## config.mk

```make
export PLATFORM = sky130hd
export DESIGN_NAME = lowest_free_id_allocator_flat
export DESIGN_NICKNAME = d
export VERILOG_FILES = /design/src/rtl/lfa_pkg.sv /design/src/rtl/lfa_stream_if.sv /design/src/rtl/lfa_cell.sv /design/src/rtl/lowest_free_id_allocator.sv /design/src/flat_wrapper.sv
export VERILOG_INCLUDE_DIRS = /design/src /design/src/rtl
export SDC_FILE = /design/constraint.sdc
export NUM_CORES = 1
export LEC_CHECK = 0
export ABC_AREA = 1
export BUFFER_PORTS_ARGS = -buffer_cell sky130_fd_sc_hd__buf_4
export CORE_MARGIN = 1.5
export CORE_UTILIZATION = 32
export DETAILED_ROUTE_END_ITERATION = 8
export GPL_TIMING_DRIVEN = 0
export MAX_ROUTING_LAYER = met4
export PLACE_DENSITY_LB_ADDON = 0.2
export SLEW_MARGIN = 40
export SYNTH_ARGS = -nofsm -noshare
export SYNTH_HDL_FRONTEND = slang
export SYNTH_SLANG_ARGS = --single-unit
export TNS_END_PERCENT = 20
```

## constraint.sdc

```tcl
create_clock -name clk -period 7.7 [get_ports clk]
set_input_delay 1.54 -clock clk [delete_from_list [all_inputs] [get_ports clk]]
set_output_delay 1.54 -clock clk [all_outputs]
set_load 0.05 [all_outputs]
```

## src/rtl/lowest_free_id_allocator_defines.svh

```systemverilog
// ----------------------------------------------------------------------------
// Assertion macros
// Shared concurrent assertion forms, clocked on clk and disabled in reset.
// ----------------------------------------------------------------------------
`ifndef LOWEST_FREE_ID_ALLOCATOR_DEFINES_SVH
`define LOWEST_FREE_ID_ALLOCATOR_DEFINES_SVH

// check a property at every clock edge outside reset
`define LFA_CHECK(lbl, prop, msg) \
	lbl: assert property (@(posedge clk) disable iff (!arst_n) prop) else $error(msg);

// check a same-cycle implication
`define LFA_CHECK_IMP(lbl, ante, cons, msg) \
	`LFA_CHECK(lbl, (ante) |-> (cons), msg)

`endif

```

## src/rtl/lfa_pkg.sv

```systemverilog
// ----------------------------------------------------------------------------
// lfa_pkg
// Types and constants of the lowest free identifier allocator.
// ----------------------------------------------------------------------------
package lfa_pkg;

	localparam int WORD_W = 32;
	localparam int IDX_W  = $clog2(WORD_W);

	localparam logic [1:0] OP_ALLOC = 2'd0;
	localparam logic [1:0] OP_FREE  = 2'd1;
	localparam logic [1:0] OP_QUERY = 2'd2;

	typedef struct packed {
		logic [1:0] operation;
		logic [7:0] id_in;
	} lfa_req_t;

	typedef struct packed {
		logic [7:0] result_id;
		logic       success;
		logic       assigned;
	} lfa_rsp_t;

	// request in flight along the row of cells
	typedef struct packed {
		logic       valid;
		logic       done;
		logic [1:0] operation;
		logic [7:0] id_in;
		logic [7:0] result_id;
		logic       success;
		logic       assigned;
	} tok_t;

endpackage

```

## src/rtl/lfa_stream_if.sv

```systemverilog
// ----------------------------------------------------------------------------
// lfa_stream_if
// Valid/ready channel with a typed payload.
// ----------------------------------------------------------------------------
interface lfa_stream_if #(
	parameter type payload_t = logic
);
	logic     valid;
	logic     ready;
	payload_t data;

	modport source (output valid, output data, input ready);
	modport sink (input valid, input data, output ready);
endinterface

```

## src/rtl/lfa_cell.sv

```systemverilog
// ----------------------------------------------------------------------------
// lfa_cell
// One 32-bit word of the free map; serves the request passing through it.
// ----------------------------------------------------------------------------
module lfa_cell import lfa_pkg::*; #(
	parameter int NUM_IDS  = 128,
	parameter int CELL_IDX = 0
) (
	input  logic clk,
	input  logic arst_n,
	input  logic advance,
	input  tok_t tok_in,
	output tok_t tok_q
);

	function automatic logic [WORD_W-1:0] reset_word();
		logic [WORD_W-1:0] v;
		for (int b = 0; b < WORD_W; b++) begin
			v[b] = (CELL_IDX * WORD_W + b) < NUM_IDS;
		end
		return v;
	endfunction

	function automatic logic [IDX_W-1:0] lowest_set(input logic [WORD_W-1:0] w);
		logic [IDX_W-1:0] p;
		p = '0;
		for (int b = WORD_W - 1; b >= 0; b--) begin
			if (w[b]) begin
				p = IDX_W'(b);
			end
		end
		return p;
	endfunction

	localparam logic [WORD_W-1:0] RST_WORD = reset_word();
	localparam logic [7:0]        BASE_ID  = 8'((CELL_IDX * WORD_W + 1) % 256);

	logic [WORD_W-1:0] word_q;
	logic [WORD_W-1:0] word_d;
	tok_t              tok_d;
	logic [IDX_W-1:0]  pick;
	logic [IDX_W-1:0]  bit_sel;
	logic [7:0]        id_m1;
	logic              hit;

	always_comb begin
		tok_d   = tok_in;
		word_d  = word_q;
		pick    = lowest_set(word_q);
		id_m1   = tok_in.id_in - 8'd1;
		bit_sel = id_m1[IDX_W-1:0];
		hit     = (tok_in.id_in != 8'd0) && (int'(tok_in.id_in) <= NUM_IDS)
			&& (int'(id_m1[7:IDX_W]) == CELL_IDX);
		if (tok_in.valid) begin
			unique case (tok_in.operation)
				OP_ALLOC: begin
					if (!tok_in.done && (|word_q)) begin
						word_d[pick]    = 1'b0;
						tok_d.result_id = BASE_ID + 8'(pick);
						tok_d.success   = 1'b1;
						tok_d.done      = 1'b1;
					end
				end
				OP_FREE: begin
					if (hit && !word_q[bit_sel]) begin
						word_d[bit_sel] = 1'b1;
						tok_d.success   = 1'b1;
					end
				end
				OP_QUERY: begin
					if (hit) begin
						tok_d.assigned = !word_q[bit_sel];
					end
				end
				default: begin
				end
			endcase
		end
	end

	always_ff @(posedge clk or negedge arst_n) begin
		if (!arst_n) begin
			tok_q.valid <= 1'b0;
			word_q      <= RST_WORD;
		end else if (advance) begin
			tok_q <= tok_d;
			if (tok_in.valid) begin
				word_q <= word_d;
			end
		end
	end

endmodule

```

## src/rtl/lowest_free_id_allocator.sv

```systemverilog
// ----------------------------------------------------------------------------
// lowest_free_id_allocator
// Bitmap allocator of identifiers 1..NUM_IDS, lowest free first.
// ----------------------------------------------------------------------------
//  channel | dir | payload
//  req     | in  | operation, id_in
//  rsp     | out | result_id, success, assigned
//
//  A request walks a row of ceil(NUM_IDS/32) cells, one 32-bit map word per
//  cell and one cell per cycle while the row is not stalled; its result is
//  registered in each cell in turn and is offered from the last cell's
//  register; the next request is taken in the cycle its predecessor's
//  result transfers. Reset marks every identifier free at once. A stalled
//  result holds the whole row and req.ready.
// ----------------------------------------------------------------------------
`include "lowest_free_id_allocator_defines.svh"

module lowest_free_id_allocator import lfa_pkg::*; #(
	parameter int NUM_IDS = 128
) (
	input  logic                clk,
	input  logic                arst_n,
	lfa_stream_if.sink          req,
	lfa_stream_if.source        rsp
);

	localparam int NUM_CELLS = (NUM_IDS + WORD_W - 1) / WORD_W;

	tok_t                 cell_in [NUM_CELLS];
	tok_t                 cell_q  [NUM_CELLS];
	tok_t                 entry;
	logic [NUM_CELLS-1:0] tok_valid;
	logic                 busy_q;
	logic                 advance;
	logic                 in_xfer;
	logic                 out_xfer;

	assign out_xfer  = rsp.valid && rsp.ready;
	assign req.ready = !busy_q || out_xfer;
	assign in_xfer   = req.valid && req.ready;
	assign advance   = !(cell_q[NUM_CELLS-1].valid && !rsp.ready);

	always_comb begin
		entry.valid     = in_xfer;
		entry.done      = 1'b0;
		entry.operation = req.data.operation;
		entry.id_in     = req.data.id_in;
		entry.result_id = 8'd0;
		entry.success   = 1'b0;
		entry.assigned  = (req.data.operation == OP_QUERY)
			&& ((req.data.id_in == 8'd0) || (int'(req.data.id_in) > NUM_IDS));
		cell_in[0] = entry;
		for (int i = 1; i < NUM_CELLS; i++) begin
			cell_in[i] = cell_q[i-1];
		end
		for (int i = 0; i < NUM_CELLS; i++) begin
			tok_valid[i] = cell_q[i].valid;
		end
	end

	for (genvar i = 0; i < NUM_CELLS; i++) begin : g_cell
		lfa_cell #(
			.NUM_IDS  (NUM_IDS),
			.CELL_IDX (i)
		) u_cell (
			.clk     (clk),
			.arst_n  (arst_n),
			.advance (advance),
			.tok_in  (cell_in[i]),
			.tok_q   (cell_q[i])
		);
	end

	always_ff @(posedge clk or negedge arst_n) begin
		if (!arst_n) begin
			busy_q <= 1'b0;
		end else if (in_xfer) begin
			busy_q <= 1'b1;
		end else if (out_xfer) begin
			busy_q <= 1'b0;
		end
	end

	assign rsp.valid          = cell_q[NUM_CELLS-1].valid;
	assign rsp.data.result_id = cell_q[NUM_CELLS-1].result_id;
	assign rsp.data.success   = cell_q[NUM_CELLS-1].success;
	assign rsp.data.assigned  = cell_q[NUM_CELLS-1].assigned;

	`LFA_CHECK(a_one_in_flight, $countones(tok_valid) <= 1, "more than one request in the row")
	`LFA_CHECK(a_busy_matches, busy_q == (|tok_valid), "busy flag out of step with the row")
	`LFA_CHECK_IMP(a_stall_blocks, rsp.valid && !rsp.ready, !req.ready, "request taken while stalled")

endmodule

```

## src/flat_wrapper.sv

```systemverilog
// flat-port wrapper written by rule: the top's interface ports become plain ports
module lowest_free_id_allocator_flat import lfa_pkg::*;
#(
	parameter int NUM_IDS = 128
)
  (clk, arst_n, req_valid, req_data, req_ready, rsp_valid, rsp_data, rsp_ready);
  lfa_stream_if #(.payload_t(lfa_req_t)) req_i ();
  lfa_stream_if #(.payload_t(lfa_rsp_t)) rsp_i ();
  input  logic clk;
  input  logic arst_n;
  input wire logic [$bits(req_i.valid)-1:0] req_valid;
  input wire logic [$bits(req_i.data)-1:0] req_data;
  output wire logic [$bits(req_i.ready)-1:0] req_ready;
  output wire logic [$bits(rsp_i.valid)-1:0] rsp_valid;
  output wire logic [$bits(rsp_i.data)-1:0] rsp_data;
  input wire logic [$bits(rsp_i.ready)-1:0] rsp_ready;
  assign req_i.valid = req_valid;
  assign req_i.data = req_data;
  assign req_ready = req_i.ready;
  assign rsp_valid = rsp_i.valid;
  assign rsp_data = rsp_i.data;
  assign rsp_i.ready = rsp_ready;
  lowest_free_id_allocator #(.NUM_IDS(NUM_IDS)) u_core (.clk(clk), .arst_n(arst_n), .req(req_i), .rsp(rsp_i));
endmodule
```

==> summary.txt, run 1 <==
Clocking
  – Reg clk slew, reported paths: 60 ps
  – Number of H-tree levels: 1
  – Total CTS buffers: 26
  – Max clock buf depth: 3
  – CTS Sinks: 202
  – Setup bufs post-CTS: 0
  – CTS tree: built
  – Cts hold-fix bufs: 0
  – Post-CTS sizing: 0
  – Insertion delay to the later sink of the worst-skew pair: 550 ps
  – Clock Root Buffer: clkbuf_16

Critical path
  – Reg-to-reg critical path endpoint: u_core.g_cell[2].u_cell.word_q[2]$_DFFE_PN1P_
  – Crit path launch type: input port
  – Crit-path max FO: 11
  – Crit path kind: input port to register
  – Worst path required time: 8150 ps
  – R2R Path Start: u_core.g_cell[1].u_cell.tok_q[10]$_DFFE_PP_
  – Worst EP arrival: about 4800 ps
  – CP Capture Type: register
  – Setup crit end: u_core.g_cell[0].u_cell.word_q[29]$_DFFE_PN1P_
  – Critical path launch point: req_data[0]
  – R2R Setup Slk: 3420 ps
  – Reg2reg path depth: 16

GRT
  – First-pass GRT wire length: 60700 um
  – GRT overflow: 0
  – Largest net degree at the start of global routing: 72
  – Total GRT Usage: 20.2%
  – Vias in the first global route: 11161
  – Initial antenna violation count: 0

Route
  – Remaining DRCs: 0
  – Post-DRT Antenna Nets: 0
  – Post-Route WL: 38300 um
  – Initial DRC count: 897
  – Routed via count: roughly 11000
  – Drt pass-1 iters: 5
  – Vias per inst: 5.14
  – Routed len/inst: 17.3 um

Floorplanning
  – Top-Level Pins: 26
  – Die extent in y: 199 um
  – Row cnt: 71
  – Std-Cell Core Area: 37800 sq um
  – Starting density of the core: 32.6%
  – Die width: 199 um
  – Die Footprint: a little under 40000 sq um

Placed design
  – Placed insts: roughly 2200
  – DPL Wire Length: 27400 um
  – Placer Congestion: 0.944
  – Port Buf Inserts: 25

STA
  – RSZ-0062 raised after global routing: false
  – Peak Freq: 231 MHz
  – Min Tclk post-route: 4330 ps
  – Fin crit share: between 50% and 60%
  – Least-Margin Pin Slew: 756 ps
  – Slew Viols, Final: 0
  – Endpoints failing setup: 0
  – Headroom to the max-slew limit: 49.2%
  – Hold_ws: 482 ps
  – Final hold violations: 0
  – Clock skew: 15.4 ps

Yosys
  – Seq/Total Area, Yosys: 45.0%
  – Syn Area/Cell: 7.61 sq um
  – Post-Synthesis Cells: ~1600
  – Synth top area cells: dfstp_2 27%, edfxtp_1 17%, o21ai_0 12%
  – Register bit count reported by yosys: 202
  – Asr flop ratio synth: 65.8%
  – Top-count cell post-synth: nand2_1
  – Synth area leader: dfstp_2
  – Top_reg_cell synth: dfstp_2
  – Top-area cell type share of the netlist area: 27.2%
  – Netlist cell types: 52
  – Post-synth EDFFs: 69
  – Synth Warn #: 0
  – Mapped cell area: 12300 sq um
  – Top cells by count, synth: 328 x nand2_1, 300 x o21ai_0, 244 x inv_1
  – Syn Nets: 1671

Layout
  – NumNets Final: 1728
  – Area Overhead vs Synth: 16.2%
  – Proportion of layout cells with a drive suffix above 1: 14.6%
  – ANT cells: 0
  – Fin cells: between 2000 and 2500
  – Layout fillers: roughly 4000

Hold path
  – Worst hold path class: register to register

Status
  – Status: finished, final reports clean

Pwr
  – Logic pwr share: 36.6%
  – Leakage power: just under 6 nW
  – Seq pwr share: 31.4%
  – Pint: 2.79 mW
  – Peak VDD IR: 0.166 mV
  – Pwr Total: approximately 4.6 mW
  – PwrDens: 319 nW/um^2
  – Clock power frac: 32.0%
  – Switching part of the total power: 39.1%
  – Switching power: 1.79 mW

Job
  – Max Cap Viol: 0
==> power by group through the flow <==
stage	combinational, mW	sequential, mW	clock (mW)
2_1_floorplan	1.13	1.46	0
3_3_place_gp	1.63	1.46	0
3_5_place_dp	1.65	1.45	0
4_1_cts	1.66	1.44	1.51
5_1_grt	1.90	1.46	1.55
6_report	1.68	1.44	1.47
==> kinds of logic after synthesis <==
| logic type | share of synthesized area, % |
|---|---|
| compound gates | 19.9 |
| xor+xnor | 0.841 |
| fa+ha+maj | 3.55 |
| buf+inv | 8.42 |
| flops | 45.0 |
| simple gates | 22.2 |
==> through the flow <==
stage | utilization [%] | setup WS [ps] | setup TNS [ps] | instance area [sq um]
floorplan | - | 2710 | 0 | 12300
global placement | 34.8 | -17.8 | -950 | 13200
detailed placement | 35.1 | 2910 | 0 | 13300
CTS | 37.9 | 3440 | 0 | 14300
global route | 37.9 | 3090 | 0 | 14300
finish | 37.9 | 3370 | 0 | 14300
==> sequential cells by signal, summed over array words and instances (netlist names) <==
| name | cells |
|---|---|
| u_core.busy_q | 1 |
| u_core.g_cell.u_cell.tok_q | 73 |
| u_core.g_cell.u_cell.word_q | 128 |
==> how the worst min path moves through the flow <==
stage,start,endpoint,slack (ps),cells after the start
after floorplan,u_core.g_cell[0].u_cell.tok_q[15]$_DFFE_PP_,u_core.g_cell[1].u_cell.tok_q[15]$_DFFE_PP_,430,0
final,u_core.g_cell[1].u_cell.tok_q[17]$_DFFE_PP_,u_core.g_cell[2].u_cell.tok_q[17]$_DFFE_PP_,480,0
after global placement,u_core.g_cell[1].u_cell.tok_q[17]$_DFFE_PP_,u_core.g_cell[2].u_cell.tok_q[17]$_DFFE_PP_,470,0
after detailed placement,u_core.g_cell[1].u_cell.tok_q[17]$_DFFE_PP_,u_core.g_cell[2].u_cell.tok_q[17]$_DFFE_PP_,470,0
after CTS,u_core.g_cell[1].u_cell.tok_q[17]$_DFFE_PP_,u_core.g_cell[2].u_cell.tok_q[17]$_DFFE_PP_,480,0
after global routing,u_core.g_cell[1].u_cell.tok_q[17]$_DFFE_PP_,u_core.g_cell[2].u_cell.tok_q[17]$_DFFE_PP_,490,0
==> cells in the final DEF (no fill, tap or decap), types with 5 or more instances in the layout <==
cell	count
or2_2	7
o21ai_0	300
nor3_1	35
dfstp_2	128
dfrtp_1	5
ha_1	35
nand3_1	78
o21ai_1	28
edfxtp_1	69
clkbuf_1	12
xor2_1	6
o22ai_1	9
a21oi_1	86
buf_2	6
nor2_1	125
clkinv_2	5
nand4_1	22
inv_2	11
inv_1	244
nor4_1	19
nand2_2	9
nand2_1	328
o31ai_1	5
bufinv_16	10
buf_4	25
o311ai_0	5
clkbuf_16	28
==> worst max-delay path, stage by stage <==
cell and delay (ps):
buf_4 160, inv_2 120, buf_2 280, ha_1 320
nor2_1 120, nor2_4 270, inv_2 160, a32o_1 260
a211oi_1 210, o41ai_1 170, nand2_1 110, nand2_2 160
inv_2 110, buf_4 200, nand3_2 260, o21ai_0 230
o21ai_1 90
==> routing by layer <==
layer | global-route usage, % | wire length [um] | part of all wire [%]
met3 | 3.04 | 2110 | 5.5
met1 | 26.9 | 17700 | 46
met5 | - | 0 | 0
met4 | 6.18 | 1070 | 2.8
met2 | 31.8 | 17400 | 45
==> area by class of cell <==
class / instances / area [sq um] / area share [%]
clock buffers: 29 / 704 / 4.91
well taps: 511 / 639 / 4.46
plain buffers: 18 / 78.8 / 0.550
flip-flops and latches: 202 / 5560 / 38.8
repair buffers: 29 / 293 / 2.04
clock inverters: 19 / 348 / 2.43
inverters: 256 / 961 / 6.70
multi-input cells: 1146 / 5760 / 40.1
(Power assumes the default switching activity.)
==> inputs of run 2 (changes only) <==
clock period = 4.3 ns   (was 7.7 ns; I/O delays follow)
==> run 2 against run 1 <==
Effect of this change:
- clock power increased by 50%
- sequential power increased by 78%
- first-iteration DRC count increased by 6.1%
- wire length decreased by 0.66%
- sequential share of layout area increased by 0.45 points
- die area unchanged
- critical endpoint is now u_core.g_cell[1].u_cell.word_q[9]$_DFFE_PN1P_
- largest cell class unchanged
- highest routed layer unchanged
==> summary.txt, run 2 (synthesized netlist as in run 1, its figures left out) <==
Status
  – Status: finished, final reports clean

Placed design
  – DPL Wire Length: about 27000 um
  – Port Buf Inserts: 25
  – DP Area: approximately 13000 sq um
  – Placer Congestion: 0.914

Route
  – Routed via count: 11268
  – Remaining DRCs: 0
  – Post-DRT Antenna Nets: 0
  – Drt pass-1 iters: 6
  – Post-Route WL: 38000 um
  – Initial DRC count: 952
  – Vias per inst: 5.11
  – Routed len/inst: 17.2 um

Clocking
  – Total CTS buffers: 25
  – Number of H-tree levels: 1
  – Max clock buf depth: 3
  – Cts hold-fix bufs: 0
  – Insertion delay to the later sink of the worst-skew pair: 550 ps
  – Reg clk slew, reported paths: 60 ps
  – CTS tree: built
  – Setup bufs post-CTS: 0
  – CTS Sinks: 202
  – Clock Root Buffer: clkbuf_16

Floorplanning
  – Std-Cell Core Area: 37800 sq um
  – Die extent in y: 199 um
  – Top-Level Pins: 26
  – Row cnt: 71
  – Die Footprint: 39800 sq um
  – Starting density of the core: 32.6%
  – Die width: between 150 and 200 um

Critical path
  – Bufs and invs on worst path: 5
  – CP Capture Type: register
  – CP delay by family, top: buffers and inverters
  – Crit path kind: register to register
  – Cells along the critical path: buf_2 -> inv_2 -> buf_2 -> ha_1 -> xnor2_1 -> inv_1 -> a32oi_1 -> nand4_1 -> nand2_1 -> nand2_1 -> inv_2 -> nand2_1 -> o21ai_0
  – Worst EP arrival: around 4400 ps
  – Crit-path max FO: 12
  – R2R Setup Slk: roughly 330 ps
  – Crit path launch type: register
  – CP max stage cell: xnor2_1
  – Max incr delay on CP: 590 ps
  – CP most frequent cell: nand2_1
  – Worst path required time: 4760 ps

Hold path
  – Worst hold path class: register to register

Layout
  – Commonest non-fill, non-tap cells in the layout: 328 x nand2_1, 300 x o21ai_0, 243 x inv_1
  – Most flops, register: u_core.g_cell.u_cell.word_q
  – Most common cell after layout, fill and taps aside: nand2_1
  – Area Overhead vs Synth: 14.8%
  – ANT cells: 0
  – Final instance area: 14200 sq um
  – Largest regs: u_core.g_cell.u_cell.word_q (128), u_core.g_cell.u_cell.tok_q (73), u_core.busy_q (1)
  – Largest register FFs: between 100 and 150
  – NumNets Final: roughly 1700
  – Proportion of layout cells with a drive suffix above 1: 14.6%

STA
  – Slew Viols, Final: 0
  – Hold_ws: 470 ps
  – RSZ-0062 raised after global routing: false
  – Final hold violations: 0
  – Clock skew: 24.9 ps
  – Endpoints failing setup: 0
  – Setup_tns: 0 ps
  – Min Tclk post-route: 3970 ps
  – Least-Margin Pin Slew: 708 ps
  – Headroom to the max-slew limit: between 50 and 60%
  – Fin crit share: 92.3%
  – Peak Freq: 252 MHz

Pwr
  – Leakage power: 5.75 nW
  – Peak VDD IR: between 0.2 and 0.3 mV
  – PwrDens: about 550 nW/um^2

GRT
  – Initial antenna violation count: 0
  – Vias in the first global route: 11043
  – Total GRT Usage: 20.2%
  – First-pass GRT wire length: 60800 um
  – Largest net degree at the start of global routing: 71
  – GRT overflow: 0

Job
  – Max Cap Viol: 0
[run 2: repair_timing]
action                     4_1_cts  5_1_grt
resized for setup                0        6
hold endpoints to repair         0        0
setup endpoints to repair        0       62
[run 2: metal layers]
metal | track usage, % | share of wire [%]
met1 | 27.0 | 47
met2 | 31.8 | 45
met5 | - | 0
met4 | 5.04 | 2.5
met3 | 3.51 | 5.6
[run 2: area by class of cell]
type / count / area (sq um)
sequential: 202 / 5560
clock buffer: 34 / 711
multi-input combinational: 1146 / 5770
buffer: 17 / 76.3
clock inverter: 12 / 164
inverter: 256 / 961
fill: 3970 / 23700
tap: 511 / 639
timing repair buffer: 29 / 293
[run 2: through the flow]
stage          setup WS (ps)  total power [mW]  utilization, %  cells
6_report                 330              7.80            37.5   2207
5_1_grt                 43.0              8.41            37.5   2207
4_1_cts                  154              7.84            37.4   2208
3_5_place_dp             125              5.56            35.1   2162
3_3_place_gp           -1160              5.53            34.8   2158
2_1_floorplan           1170              4.64               -   1622
[run 2: final timing paths]
| path | startpoint | end | depth (start not counted) |
|---|---|---|---|
| worst max-delay path | u_core.g_cell[0].u_cell.tok_q[10]$_DFFE_PP_ | u_core.g_cell[1].u_cell.word_q[9]$_DFFE_PN1P_ | 13 |
| worst min-delay path | u_core.g_cell[1].u_cell.tok_q[17]$_DFFE_PP_ | u_core.g_cell[2].u_cell.tok_q[17]$_DFFE_PP_ | 0 |
| worst max register to register | u_core.g_cell[0].u_cell.tok_q[10]$_DFFE_PP_ | u_core.g_cell[1].u_cell.word_q[9]$_DFFE_PN1P_ | 13 |
| worst min register to register | u_core.g_cell[1].u_cell.tok_q[17]$_DFFE_PP_ | u_core.g_cell[2].u_cell.tok_q[17]$_DFFE_PP_ | 0 |
| max in group asynchronous | arst_n | u_core.g_cell[0].u_cell.word_q[27]$_DFFE_PN1P_ | 2 |
| min in group asynchronous | arst_n | u_core.g_cell[2].u_cell.word_q[27]$_DFFE_PN1P_ | 1 |
[run 2: power breakdown]
part | internal (mW) | total, mW | switching (mW) | leakage, nW
logic | 0.843 | 3.01 | 2.17 | 3.26
registers | 2.38 | 2.57 | 0.191 | 2.06
clock network | 1.39 | 2.21 | 0.822 | 0.428
[run 2: worst reg2reg max path, stage by stage, from the launching register on]
cell and delay, ps:
edfxtp_1 420, buf_2 280, inv_2 160, buf_2 240, ha_1 280, xnor2_1 590
inv_1 310, a32oi_1 340, nand4_1 240, nand2_1 120, nand2_1 100, inv_2 160
nand2_1 320, o21ai_0 310
==> inputs of run 3 (changes only) <==
CTS_BUF_LIST = sky130_fd_sc_hd__clkbuf_2 sky130_fd_sc_hd__clkbuf_4 sky130_fd_sc_hd__clkbuf_8   (was unset)
==> run 3 against run 2 <==
Effect of this change:
- critical path type unchanged
- power down 4.5%
- sequential share of layout area increased by 0.35 points
- final cell count is 1.1% higher
- combinational power is essentially flat
- non-clock buffer count stayed put
- flip-flop and latch count unchanged
- maximum frequency up 0.25%
- sequential power hardly changed
- clock skew increased by 4.3 ps
- clock power decreased by 15%
==> summary.txt, run 3 (synthesized netlist as in run 1, its figures left out) <==
Status
  – Status: finished, final reports clean

Floorplanning
  – Die width: roughly 200 um
  – Starting density of the core: between 30% and 40%
  – Row cnt: 71
  – Top-Level Pins: 26
  – Std-Cell Core Area: 37800 sq um
  – Die extent in y: 199 um
  – Die Footprint: 39800 sq um

Clocking
  – Number of H-tree levels: 2
  – Reg clk slew, reported paths: 60 ps
  – Total CTS buffers: 38
  – Setup bufs post-CTS: 0
  – Insertion delay to the later sink of the worst-skew pair: a little under 600 ps
  – Max clock buf depth: 3
  – CTS tree: built
  – CTS Sinks: slightly above 200
  – Clock Root Buffer: clkbuf_8

Placed design
  – Port Buf Inserts: 25
  – Pre-CTS setup slack: 125 ps
  – DPL Wire Length: between 20000 and 30000 um
  – DP Area: 13300 sq um
  – Placer Congestion: 0.914

Critical path
  – Max incr delay on CP: 580 ps
  – CP delay by family, top: buffers and inverters
  – R2R Setup Slk: 340 ps
  – R2R Path Start: u_core.g_cell[0].u_cell.tok_q[10]$_DFFE_PP_
  – Setup crit end: u_core.g_cell[1].u_cell.word_q[9]$_DFFE_PN1P_
  – CP max stage cell: xnor2_1
  – Reg-to-reg critical path endpoint: u_core.g_cell[1].u_cell.word_q[9]$_DFFE_PN1P_
  – Crit path launch type: register
  – Bufs and invs on worst path: 5
  – Worst path required time: 4800 ps
  – Reg2reg path depth: 13
  – Critical path launch point: u_core.g_cell[0].u_cell.tok_q[10]$_DFFE_PP_
  – Worst path depth: 13
  – CP most frequent cell: nand2_1
  – Cells along the critical path: buf_2 -> inv_2 -> buf_2 -> ha_1 -> xnor2_1 -> inv_1 -> a32oi_1 -> nand4_1 -> nand2_1 -> nand2_1 -> inv_2 -> nand2_1 -> o21ai_0
  – Worst EP arrival: between 4000 and 5000 ps
  – CP Capture Type: register
  – Crit-path max FO: 12
  – Crit path kind: register to register

STA
  – Fin crit share: 92.1%
  – Setup ws final: about 340 ps
  – Least-Margin Pin Slew: 699 ps
  – Final hold violations: 0
  – Setup_tns: 0 ps
  – Hold_ws: approximately 470 ps
  – Headroom to the max-slew limit: 53.1%
  – Slew Viols, Final: 0
  – Peak Freq: about 250 MHz
  – Endpoints failing setup: 0
  – Min Tclk post-route: 3960 ps
  – RSZ-0062 raised after global routing: false
  – Clock skew: 29.2 ps

Layout
  – Proportion of layout cells with a drive suffix above 1: between 15 and 20%
  – Commonest non-fill, non-tap cells in the layout: 328 x nand2_1, 300 x o21ai_0, 243 x inv_1
  – Largest register FFs: 128
  – Final instance area: 14100 sq um
  – Area Overhead vs Synth: 13.8%
  – Largest regs: u_core.g_cell.u_cell.word_q (128), u_core.g_cell.u_cell.tok_q (73), u_core.busy_q (1)
  – Most common cell after layout, fill and taps aside: nand2_1
  – ANT cells: 0
  – Most flops, register: u_core.g_cell.u_cell.word_q
  – Layout fillers: 4000
  – NumNets Final: roughly 1700

Route
  – Vias per inst: between 5 and 6
  – Drt pass-1 iters: 5
  – Remaining DRCs: 0
  – Post-DRT Antenna Nets: 0
  – Routed via count: roughly 11000
  – Routed len/inst: 17.2 um
  – Initial DRC count: 863
  – Post-Route WL: approximately 38000 um

Pwr
  – PwrDens: 530 nW/um^2
  – Leakage power: 5.71 nW
  – Peak VDD IR: ~0.23 mV

Job
  – Max Cap Viol: 0

Hold path
  – Worst hold path depth: 0
  – Worst hold path class: register to register

GRT
  – Largest net degree at the start of global routing: 71
  – Total GRT Usage: 20.5%
  – GRT overflow: 0
  – First-pass GRT wire length: 61200 um
  – Vias in the first global route: 11183
  – Initial antenna violation count: 0
run 3: cell count changes in the layout (fill, tap and decap cells not counted):
cell / delta
bufinv_16: -4
clkbuf_1: -5
clkbuf_16: -26
clkbuf_4: +13
clkbuf_8: +39
clkinv_1: +6
clkinvlp_4: +1
run 3: timing repair:
| item | CTS | global route |
|---|---|---|
| setup endpoints to repair | 0 | 62 |
| gates resized for setup | 0 | 6 |
| hold buffers | 0 | 0 |
run 3: final cells by class:
cell class / count / area, sq um / area share, %
clock inverter: 15 / 73.8 / 0.525
clock buffer: 55 / 676 / 4.81
multi-input combinational: 1146 / 5770 / 41.1
sequential: 202 / 5560 / 39.6
timing repair buffer: 29 / 293 / 2.08
buffer: 17 / 76.3 / 0.543
tap: 511 / 639 / 4.55
inverter: 256 / 961 / 6.84
run 3: how the worst min path moves through the flow:
stage | startpoint | to | slack [ps]
3_5_place_dp | u_core.g_cell[1].u_cell.tok_q[17]$_DFFE_PP_ | u_core.g_cell[2].u_cell.tok_q[17]$_DFFE_PP_ | 460
6_report | u_core.g_cell[1].u_cell.tok_q[17]$_DFFE_PP_ | u_core.g_cell[2].u_cell.tok_q[17]$_DFFE_PP_ | 470
4_1_cts | req_data[5] | u_core.g_cell[0].u_cell.tok_q[15]$_DFFE_PP_ | 420
3_3_place_gp | u_core.g_cell[1].u_cell.tok_q[17]$_DFFE_PP_ | u_core.g_cell[2].u_cell.tok_q[17]$_DFFE_PP_ | 460
2_1_floorplan | u_core.g_cell[0].u_cell.tok_q[15]$_DFFE_PP_ | u_core.g_cell[1].u_cell.tok_q[15]$_DFFE_PP_ | 430
5_1_grt | req_data[5] | u_core.g_cell[0].u_cell.tok_q[15]$_DFFE_PP_ | 440
run 3: stage by stage:
stage                     total power, mW  utilization [%]  instances
after global placement               5.53             34.8       2158
final                                7.44             37.1       2231
after floorplan                      4.64                -       1622
after CTS                            7.49             37.1       2232
after detailed placement             5.56             35.1       2162
after global routing                 8.06             37.1       2231
run 3: power by group:
group          internal [mW]  total (mW)  switching (mW)
combinational          0.843        3.00            2.16
sequential              2.38        2.57           0.191
clock                   1.01        1.87           0.854
total                   4.24        7.44            3.21
run 3: layer usage:
metal / wire, um / vias up / track usage [%]
met5: 0 / - / -
met1: 17500 / 5362 / 26.9
met2: 17400 / 348 / 31.9
met4: 884 / 0 / 6.63
li1: - / 5617 / -
met3: 2540 / 65 / 3.95
